$ cat src/jdcd_pkg.sv
// ----------------------------------------------------------------------------
// jdcd_pkg: shared constants for the day-count to calendar-date converter
// Field widths, stream packing and calendar constants used by the datapath
// and the interface checker.
// ----------------------------------------------------------------------------
package jdcd_pkg;

	// Width of the day count taken from the input stream
	localparam int DAY_BITS = 39;
	localparam int IN_W     = ((DAY_BITS + 7) / 8) * 8;

	// Result fields and their placement in m_tdata (lowest bit up)
	localparam int DOM_W         = 5;
	localparam int MON_W         = 4;
	localparam int YEAR_NUMBER_W = 31;
	localparam int DOM_LSB       = 0;
	localparam int MON_LSB       = DOM_LSB + DOM_W;
	localparam int YEAR_LSB      = MON_LSB + MON_W;
	localparam int BC_BIT        = YEAR_LSB + YEAR_NUMBER_W;
	localparam int OUT_FIELDS_W  = BC_BIT + 1;
	localparam int OUT_W         = ((OUT_FIELDS_W + 7) / 8) * 8;

	// Pipeline depth, input register to result register
	localparam int STAGES = 10;

	// Calendar switch: last Julian day, and offset that maps the first
	// Gregorian day onto its day count from 1 January 1200
	localparam logic [DAY_BITS-1:0] LAST_JULIAN_DAY = DAY_BITS'(2299160);
	localparam logic [DAY_BITS-1:0] GREG_OFFSET     = DAY_BITS'(2299161 - 139810);

	// 400-year cycle: quotient by reciprocal, remainder below twice the cycle
	localparam int Q400_W  = DAY_BITS - 17;
	localparam int LO_W    = DAY_BITS / 2;
	localparam int HI_W    = DAY_BITS - LO_W;
	localparam int SUM_W   = DAY_BITS + Q400_W + 1;
	localparam int R400_W  = 19;
	localparam int RC_W    = 18;
	localparam logic [Q400_W-1:0] RECIP_400Y = Q400_W'((64'd1 << DAY_BITS) / 64'd146097);
	localparam logic [R400_W-1:0] D400_R     = R400_W'(146097);

	// Julian range: day count fits 22 bits, 4-year block by reciprocal
	localparam int JD_W     = 22;
	localparam int RECIP4_W = 12;
	localparam int JQ_W     = 11;
	localparam int JREM_W   = 12;
	localparam logic [RECIP4_W-1:0] RECIP_4Y = RECIP4_W'((64'd1 << JD_W) / 64'd1461);
	localparam logic [JREM_W-1:0]   D4_J     = JREM_W'(1461);

	// Century and 4-year split of a day within the 400-year cycle
	localparam int V_W    = 16;
	localparam int BLK_W  = 11;
	localparam int Q4_W   = 5;
	localparam int DOY_W  = 9;
	localparam int D4     = 1461;
	localparam int D100   = 36524;
	localparam logic [RC_W-1:0] CENT1_START = RC_W'(36525);
	localparam logic [RC_W-1:0] CENT2_START = RC_W'(36525 + 36524);
	localparam logic [RC_W-1:0] CENT3_START = RC_W'(36525 + 2 * 36524);

	// Year arithmetic
	localparam int YR_W = Q400_W + 9;
	localparam logic [YR_W-1:0] GREG_BASE_YEAR = YR_W'(1200);
	localparam logic [YR_W-1:0] BC_PIVOT       = YR_W'(4713);
	localparam logic [YR_W-1:0] AD_PIVOT       = YR_W'(4712);

	// First day of each month in a common year, zero based
	typedef logic [DOY_W-1:0] month_start_t [0:11];
	localparam month_start_t MONTH_START = '{
		9'd0, 9'd31, 9'd59, 9'd90, 9'd120, 9'd151,
		9'd181, 9'd212, 9'd243, 9'd273, 9'd304, 9'd334
	};

endpackage

$ cat src/julian_day_to_calendar_date_top.sv
// An accepted input transaction passes through the stage registers s1 to s10 before its result shows on m_tvalid.
// One transaction per cycle while the output is not stalled, through the ten-stage datapath pipeline.
// A result not taken holds the whole pipeline; s_tready is low only while stalled.
// Reset (arst_n low) clears every stage valid flag at once; no result is pending.
// ----------------------------------------------------------------------------
// julian_day_to_calendar_date_top: day count to calendar date
// Splits a day count since 1 January 4713 BC into day, month, year and era,
// Julian rules up to 4 October 1582 and Gregorian rules after it.
// ----------------------------------------------------------------------------
module julian_day_to_calendar_date_top (
	input  logic                       clk,
	input  logic                       arst_n,
	input  logic                       s_tvalid,
	output logic                       s_tready,
	input  logic [jdcd_pkg::IN_W-1:0]  s_tdata,   // day_number
	output logic                       m_tvalid,
	input  logic                       m_tready,
	output logic [jdcd_pkg::OUT_W-1:0] m_tdata    // day_of_month, month_number, year_number, before_christ
);
	import jdcd_pkg::*;

	logic                     en;
	logic [STAGES-1:0]        stage_vld_q;

	// Stage registers
	logic [DAY_BITS-1:0]      day_s1;
	logic                     jul_s2, jul_s3, jul_s4, jul_s5, jul_s6, jul_s7, jul_s8, jul_s9;
	logic [DAY_BITS-1:0]      t_s2;
	logic [JD_W-1:0]          jd_s2;
	logic [LO_W+Q400_W-1:0]   pplo_s3;
	logic [HI_W+Q400_W-1:0]   pphi_s3;
	logic [R400_W-1:0]        tlo_s3, tlo_s4, tlo_s5;
	logic [JD_W+RECIP4_W-1:0] jprod_s3;
	logic [JREM_W-1:0]        jdlo_s3, jdlo_s4, jdlo_s5;
	logic [Q400_W-1:0]        q400_s4, q400_s5, q400_s6;
	logic [JQ_W-1:0]          jq_s4, jq_s5, jq_s6, jq_s7;
	logic [R400_W-1:0]        qprod_s5;
	logic [JREM_W-1:0]        jprod2_s5;
	logic [RC_W-1:0]          r400_s6;
	logic [BLK_W-1:0]         jr_s6, jr_s7;
	logic [1:0]               c_s7;
	logic [V_W-1:0]           v_s7;
	logic [YR_W-1:0]          y400_s7;
	logic [Q4_W-1:0]          q4_s8;
	logic [BLK_W-1:0]         blk_s8;
	logic                     nlf_s8;
	logic [YR_W-1:0]          ybase_s8;
	logic [DOY_W-1:0]         doy_s9;
	logic                     leap_s9;
	logic [YR_W-1:0]          year_s9;
	logic [DOM_W-1:0]         dom_s10;
	logic [MON_W-1:0]         mon_s10;
	logic [YEAR_NUMBER_W-1:0] year_s10;
	logic                     bc_s10;

	// Next-stage values
	logic [SUM_W-1:0]         recip_sum;
	logic [R400_W-1:0]        rem400;
	logic [JREM_W-1:0]        rem4;
	logic [Q400_W-1:0]        q400_nx;
	logic [RC_W-1:0]          r400_nx;
	logic [JQ_W-1:0]          jq_nx;
	logic [BLK_W-1:0]         jr_nx;
	logic [1:0]               c_nx;
	logic [RC_W-1:0]          cent_off;
	logic [Q4_W-1:0]          q4_nx;
	logic [V_W-1:0]           blk_base;
	logic [BLK_W-1:0]         blk_nx;
	logic                     nlf_nx;
	logic [YR_W-1:0]          cent_years;
	logic [YR_W-1:0]          ybase_nx;
	logic [1:0]               yr_nx;
	logic [BLK_W-1:0]         yr_base;
	logic [DOY_W-1:0]         doy_nx;
	logic [MON_W-1:0]         mon_nx;
	logic [DOY_W-1:0]         mstart;
	logic [DOY_W-1:0]         cand;
	logic [YR_W-1:0]          year_nx;
	logic                     bc_nx;

	// The pipeline moves as one; it holds while a result waits unclaimed
	assign en       = !stage_vld_q[STAGES-1] || m_tready;
	assign s_tready = en;
	assign m_tvalid = stage_vld_q[STAGES-1];
	assign m_tdata  = OUT_W'({bc_s10, year_s10, mon_s10, dom_s10});

	always_ff @(posedge clk or negedge arst_n) begin
		if (!arst_n) begin
			stage_vld_q <= '0;
		end else if (en) begin
			stage_vld_q <= {stage_vld_q[STAGES-2:0], s_tvalid};
		end
	end

	// 400-year quotient from the reciprocal partial products
	assign recip_sum = (SUM_W'(pphi_s3) << LO_W) + SUM_W'(pplo_s3);

	// Remainder correction: the estimated quotients are low by at most one
	always_comb begin
		rem400 = tlo_s5 - qprod_s5;
		rem4   = jdlo_s5 - jprod2_s5;
		if (rem400 >= D400_R) begin
			q400_nx = q400_s5 + Q400_W'(1);
			r400_nx = RC_W'(rem400 - D400_R);
		end else begin
			q400_nx = q400_s5;
			r400_nx = RC_W'(rem400);
		end
		if (rem4 >= D4_J) begin
			jq_nx = jq_s5 + JQ_W'(1);
			jr_nx = BLK_W'(rem4 - D4_J);
		end else begin
			jq_nx = jq_s5;
			jr_nx = BLK_W'(rem4);
		end
	end

	// Century within the cycle; the first century is one day longer
	always_comb begin
		if (r400_s6 >= CENT3_START) begin
			c_nx     = 2'd3;
			cent_off = RC_W'(3 * D100);
		end else if (r400_s6 >= CENT2_START) begin
			c_nx     = 2'd2;
			cent_off = RC_W'(2 * D100);
		end else if (r400_s6 >= CENT1_START) begin
			c_nx     = 2'd1;
			cent_off = RC_W'(D100);
		end else begin
			c_nx     = 2'd0;
			cent_off = '0;
		end
	end

	// 4-year block within the century, then era-specific year base
	always_comb begin
		q4_nx    = '0;
		blk_base = '0;
		for (int k = 1; k <= 24; k++) begin
			if (v_s7 >= V_W'(k * D4)) begin
				q4_nx    = Q4_W'(k);
				blk_base = V_W'(k * D4);
			end
		end
		case (c_s7)
			2'd0:    cent_years = YR_W'(0);
			2'd1:    cent_years = YR_W'(100);
			2'd2:    cent_years = YR_W'(200);
			2'd3:    cent_years = YR_W'(300);
			default: cent_years = YR_W'(0);
		endcase
		if (jul_s7) begin
			blk_nx   = jr_s7;
			nlf_nx   = 1'b0;
			q4_nx    = '0;
			ybase_nx = YR_W'({jq_s7, 2'b00});
		end else begin
			blk_nx   = BLK_W'(v_s7 - blk_base);
			nlf_nx   = (c_s7 != 2'd0) && (q4_nx == '0);
			ybase_nx = GREG_BASE_YEAR + y400_s7 + cent_years;
		end
	end

	// Year within the block; a non-leap first block starts one day late
	always_comb begin
		if (blk_s8 >= BLK_W'(1096)) begin
			yr_nx   = 2'd3;
			yr_base = BLK_W'(1096);
		end else if (blk_s8 >= BLK_W'(731)) begin
			yr_nx   = 2'd2;
			yr_base = BLK_W'(731);
		end else if (blk_s8 >= BLK_W'(366)) begin
			yr_nx   = 2'd1;
			yr_base = BLK_W'(366);
		end else begin
			yr_nx   = 2'd0;
			yr_base = '0;
		end
		doy_nx = DOY_W'(blk_s8 - yr_base - BLK_W'((yr_nx == 2'd0) && nlf_s8));
	end

	// Month and era
	always_comb begin
		mon_nx = MON_W'(1);
		mstart = '0;
		for (int i = 1; i < 12; i++) begin
			cand = MONTH_START[i] + DOY_W'(leap_s9 && (i >= 2));
			if (doy_s9 >= cand) begin
				mon_nx = MON_W'(i + 1);
				mstart = cand;
			end
		end
		if (jul_s9 && (year_s9 < BC_PIVOT)) begin
			year_nx = BC_PIVOT - year_s9;
			bc_nx   = 1'b1;
		end else if (jul_s9) begin
			year_nx = year_s9 - AD_PIVOT;
			bc_nx   = 1'b0;
		end else begin
			year_nx = year_s9;
			bc_nx   = 1'b0;
		end
	end

	// Datapath registers
	always_ff @(posedge clk) begin
		if (en) begin
			// s1: input register
			day_s1    <= s_tdata[DAY_BITS-1:0];
			// s2: era split, offset from 1200
			jul_s2    <= (day_s1 <= LAST_JULIAN_DAY);
			t_s2      <= day_s1 - GREG_OFFSET;
			jd_s2     <= day_s1[JD_W-1:0];
			// s3: reciprocal partial products
			jul_s3    <= jul_s2;
			pplo_s3   <= (LO_W+Q400_W)'(t_s2[LO_W-1:0]) * (LO_W+Q400_W)'(RECIP_400Y);
			pphi_s3   <= (HI_W+Q400_W)'(t_s2[DAY_BITS-1:LO_W]) * (HI_W+Q400_W)'(RECIP_400Y);
			tlo_s3    <= t_s2[R400_W-1:0];
			jprod_s3  <= (JD_W+RECIP4_W)'(jd_s2) * (JD_W+RECIP4_W)'(RECIP_4Y);
			jdlo_s3   <= jd_s2[JREM_W-1:0];
			// s4: estimated quotients
			jul_s4    <= jul_s3;
			q400_s4   <= recip_sum[DAY_BITS +: Q400_W];
			jq_s4     <= jprod_s3[JD_W +: JQ_W];
			tlo_s4    <= tlo_s3;
			jdlo_s4   <= jdlo_s3;
			// s5: quotient times divisor, low bits only
			jul_s5    <= jul_s4;
			q400_s5   <= q400_s4;
			jq_s5     <= jq_s4;
			qprod_s5  <= R400_W'(q400_s4) * D400_R;
			jprod2_s5 <= JREM_W'(jq_s4) * D4_J;
			tlo_s5    <= tlo_s4;
			jdlo_s5   <= jdlo_s4;
			// s6: corrected quotients and remainders
			jul_s6    <= jul_s5;
			q400_s6   <= q400_nx;
			r400_s6   <= r400_nx;
			jq_s6     <= jq_nx;
			jr_s6     <= jr_nx;
			// s7: century, years from full cycles
			jul_s7    <= jul_s6;
			c_s7      <= c_nx;
			v_s7      <= V_W'(r400_s6 - cent_off);
			y400_s7   <= (YR_W'(q400_s6) << 8) + (YR_W'(q400_s6) << 7) + (YR_W'(q400_s6) << 4);
			jq_s7     <= jq_s6;
			jr_s7     <= jr_s6;
			// s8: 4-year block
			jul_s8    <= jul_s7;
			q4_s8     <= q4_nx;
			blk_s8    <= blk_nx;
			nlf_s8    <= nlf_nx;
			ybase_s8  <= ybase_nx;
			// s9: year within block, day of year
			jul_s9    <= jul_s8;
			doy_s9    <= doy_nx;
			leap_s9   <= (yr_nx == 2'd0) && !nlf_s8;
			year_s9   <= ybase_s8 + YR_W'({q4_s8, yr_nx});
			// s10: result register
			dom_s10   <= DOM_W'(doy_s9 - mstart + DOY_W'(1));
			mon_s10   <= mon_nx;
			year_s10  <= YEAR_NUMBER_W'(year_nx);
			bc_s10    <= bc_nx;
		end
	end

endmodule

$ cat config.mk
export PLATFORM = sky130hd
export DESIGN_NAME = julian_day_to_calendar_date_top
export DESIGN_NICKNAME = d
export VERILOG_FILES = /design/src/jdcd_pkg.sv /design/src/julian_day_to_calendar_date_top.sv
export SDC_FILE = /design/constraint.sdc
export NUM_CORES = 2
export LEC_CHECK = 0
export ABC_AREA = 0
export BUFFER_PORTS_ARGS = -buffer_cell sky130_fd_sc_hd__buf_2
export CORE_ASPECT_RATIO = 1.4
export CORE_MARGIN = 2
export CORE_UTILIZATION = 35
export DETAILED_ROUTE_END_ITERATION = 8
export PLACE_DENSITY_LB_ADDON = 0.3
export SYNTH_ARGS = -nofsm -noshare
export SYNTH_HDL_FRONTEND = slang
export SYNTH_SLANG_ARGS = --single-unit
$ cat constraint.sdc
create_clock -name clk -period 33.2 [get_ports clk]
set_input_delay 4.98 -clock clk [delete_from_list [all_inputs] [get_ports clk]]
set_output_delay 4.98 -clock clk [all_outputs]
set_load 0.01 [all_outputs]
==> results.md <==
- Status: finished, final reports clean
- Critical Path AT: 6060 ps
- Buffer depth of the longest clock path: 3
- Post-Layout Cell Count: 6871
- Area of the core: 0.152 mm2
- Number of synthesized register bits: 632
- Max cap viols: 0
- Post-CTS Resized: 0
- GPL Wtd Cong: roughly 0.93
- Min cycle time layout: 11040 ps
- CP Max Fanout: between 50 and 60
- Die width: 335 um
- Area of the die: 0.156 mm2
- IO buf count: between 80 and 90
- CP Class: in -> out
- Critical Path Start Type: primary input
- Area growth syn-to-layout: 9.78%
- RSZ-0062 raised after global routing: no
- Commonest cells after routing, fill and taps aside: inv_1 (828), ha_1 (761), edfxtp_1 (622)
- Fin crit share: between 30% and 40%
- Via Count: 33300
- WHS Path Cells: 0
- Sequential share of the synthesized area: a little over a third
- YS warnings: 0
- DRT Pass-1 Iters: 5
- Synthesized area per cell: 11.3 um2
- Die height: between 400 and 500 um
- Least-Margin Pin Slew: 1190 ps
- DP Cell Count: 6737
- Iteration-0 DRC Markers: approximately 1300
- Final setup TNS: 0 ps
- Hold_buf cts: 0
- Post-CTS Repair Setup Buffers: 0
- HPWL Detailed: 89400 um
- Rel. slew slack: 21.0%
- Num CTS Buffers: 73
- R2r startpoint: t_s2[24]
- Top FF cell, synth: edfxtp_1
- N_diodes: 0
- Worst Hold Launch: jprod_s3[32]
- Worst skew pair latency: around 660 ps
- Final setup viols: 0
- Drt via density: about 4.8
- CP endpoint kind: output pin
- # H-tree levels: 3
- Clock root buffer: clkbuf_16
- Max Slew Vio Count: 0
- Final WL: around 110000 um
- Worst Setup SP: m_tready
- Mapped Cells: 4736
- Hold Vio Cnt, Final: 0
- Post-route ant nets: 0
- IO Pins: 94
- Netlist cell types: 94
- CTS tree: built
- Asr flop ratio synth: approximately 1.6%
- Initial Util: 35.3%
- FP Rows: 169
- Clk slew on worst S/H paths: 60 ps
- DRC: 0
- CTS Sinks: 632
- Gr usage total: 14.6%
- Hold Crit Class: reg -> reg
- Fin nets: 6105
- WL per Instance: roughly 16 um
- First-pass GRT wire length: 183000 um
- Max Clock Skew: 32.7 ps
- Vias in the first global route: 35400
- Worst R2R Path Depth: 20
- Gr ovfl total: 0
- CP required: 28220 ps
- Max Clk Rate: around 91 MHz
- Initial antenna violation count: 0
- Most common cell after layout, fill and taps aside: inv_1
- EDFF count, synth: 622
- Largest net degree at the start of global routing: approximately 190
- Layout cells sized above 1: 5.87%
- Mapped cell area: 0.0536 mm2
[stage by stage]
stage	hold WS (ps)	utilization [%]	area (um2)	setup WS, ps
floorplan	400	-	53600	6030
global placement	401	37.1	56300	22120
detailed placement	405	37.1	56300	22100
CTS	415	38.7	58800	22100
global route	419	38.7	58800	22060
finish	415	38.7	58800	22160
[worst max-delay path, cell delays in order]
cell and delay, ps:
buf_2 80, nand2b_4 540, buf_2 420
[area by class of cell]
type / instances / area, um2
Clock buffer: 89 / 2020
Inverter: 828 / 3110
Multi-Input combinational cell: 3212 / 31200
Tap cell: 1966 / 2460
Sequential cell: 632 / 18900
Clock inverter: 45 / 504
Fill cell: 14700 / 93000
Timing Repair Buffer: 99 / 543
[layer usage]
layer	GRT usage [%]	share of wire (%)	up-vias
li1	-	-	16600
met1	16.4	40	16100
met2	27.7	53	440
met3	1.88	2.6	208
met4	5.58	3.6	0
met5	0	0	-
[flip-flops by register name, summed over array words and instances (netlist names), 15 cells and up]
name	count
tlo_s3	19
tlo_s4	19
tlo_s5	19
qprod_s5	15
y400_s7	27
q400_s6	22
year_s10	31
t_s2	39
q400_s4	22
pphi_s3	41
q400_s5	22
pplo_s3	21
day_s1	39
r400_s6	18
v_s7	16
jd_s2	22
year_s9	31
ybase_s8	29
[cells in the mapped netlist (27+ instances only)]
master	count	area, um2
inv_1	828	3110
ha_1	761	9520
edfxtp_1	622	18700
fa_1	454	9090
xnor2_1	230	2010
a21oi_1	228	1140
nor2_1	198	743
nand2_1	193	724
o21ai_0	156	781
xor2_1	121	1060
nand3_1	97	485
nor3_1	85	425
a21o_1	67	503
clkbuf_1	50	188
nand2b_1	40	250
o21a_1	39	293
and3_1	38	238
o21bai_1	35	263
nand4_1	28	175
a211oi_1	27	203
o211ai_1	27	203
[cells by family (layout without fill, tap and decap cells)]
family / after synthesis / after routing / synth area share, %
fa+ha+maj: 1215 / 1215 / 34.7
xor+xnor: 351 / 351 / 5.74
buf+inv: 898 / 1061 / 6.43
mux: 16 / 16 / 0.332
other cells: 1 / 7 / 0.00700
compound gates: 773 / 773 / 9.50
flops: 632 / 632 / 35.3
simple gates: 850 / 850 / 7.92
[path summary, 6_finish.rpt]
path	end	slack [ps]
max in group asynchronous	stage_vld_q[2]	28830
worst min-delay path	jq_s4[10]	410
worst min register to register	jq_s4[10]	410
worst max-delay path	s_tready	22160
min in group asynchronous	stage_vld_q[4]	4170
worst max register to register	pphi_s3[40]	26200
Power is not shown: default switching activity piles up to over one toggle a cycle in this logic, so the estimate is an artifact.
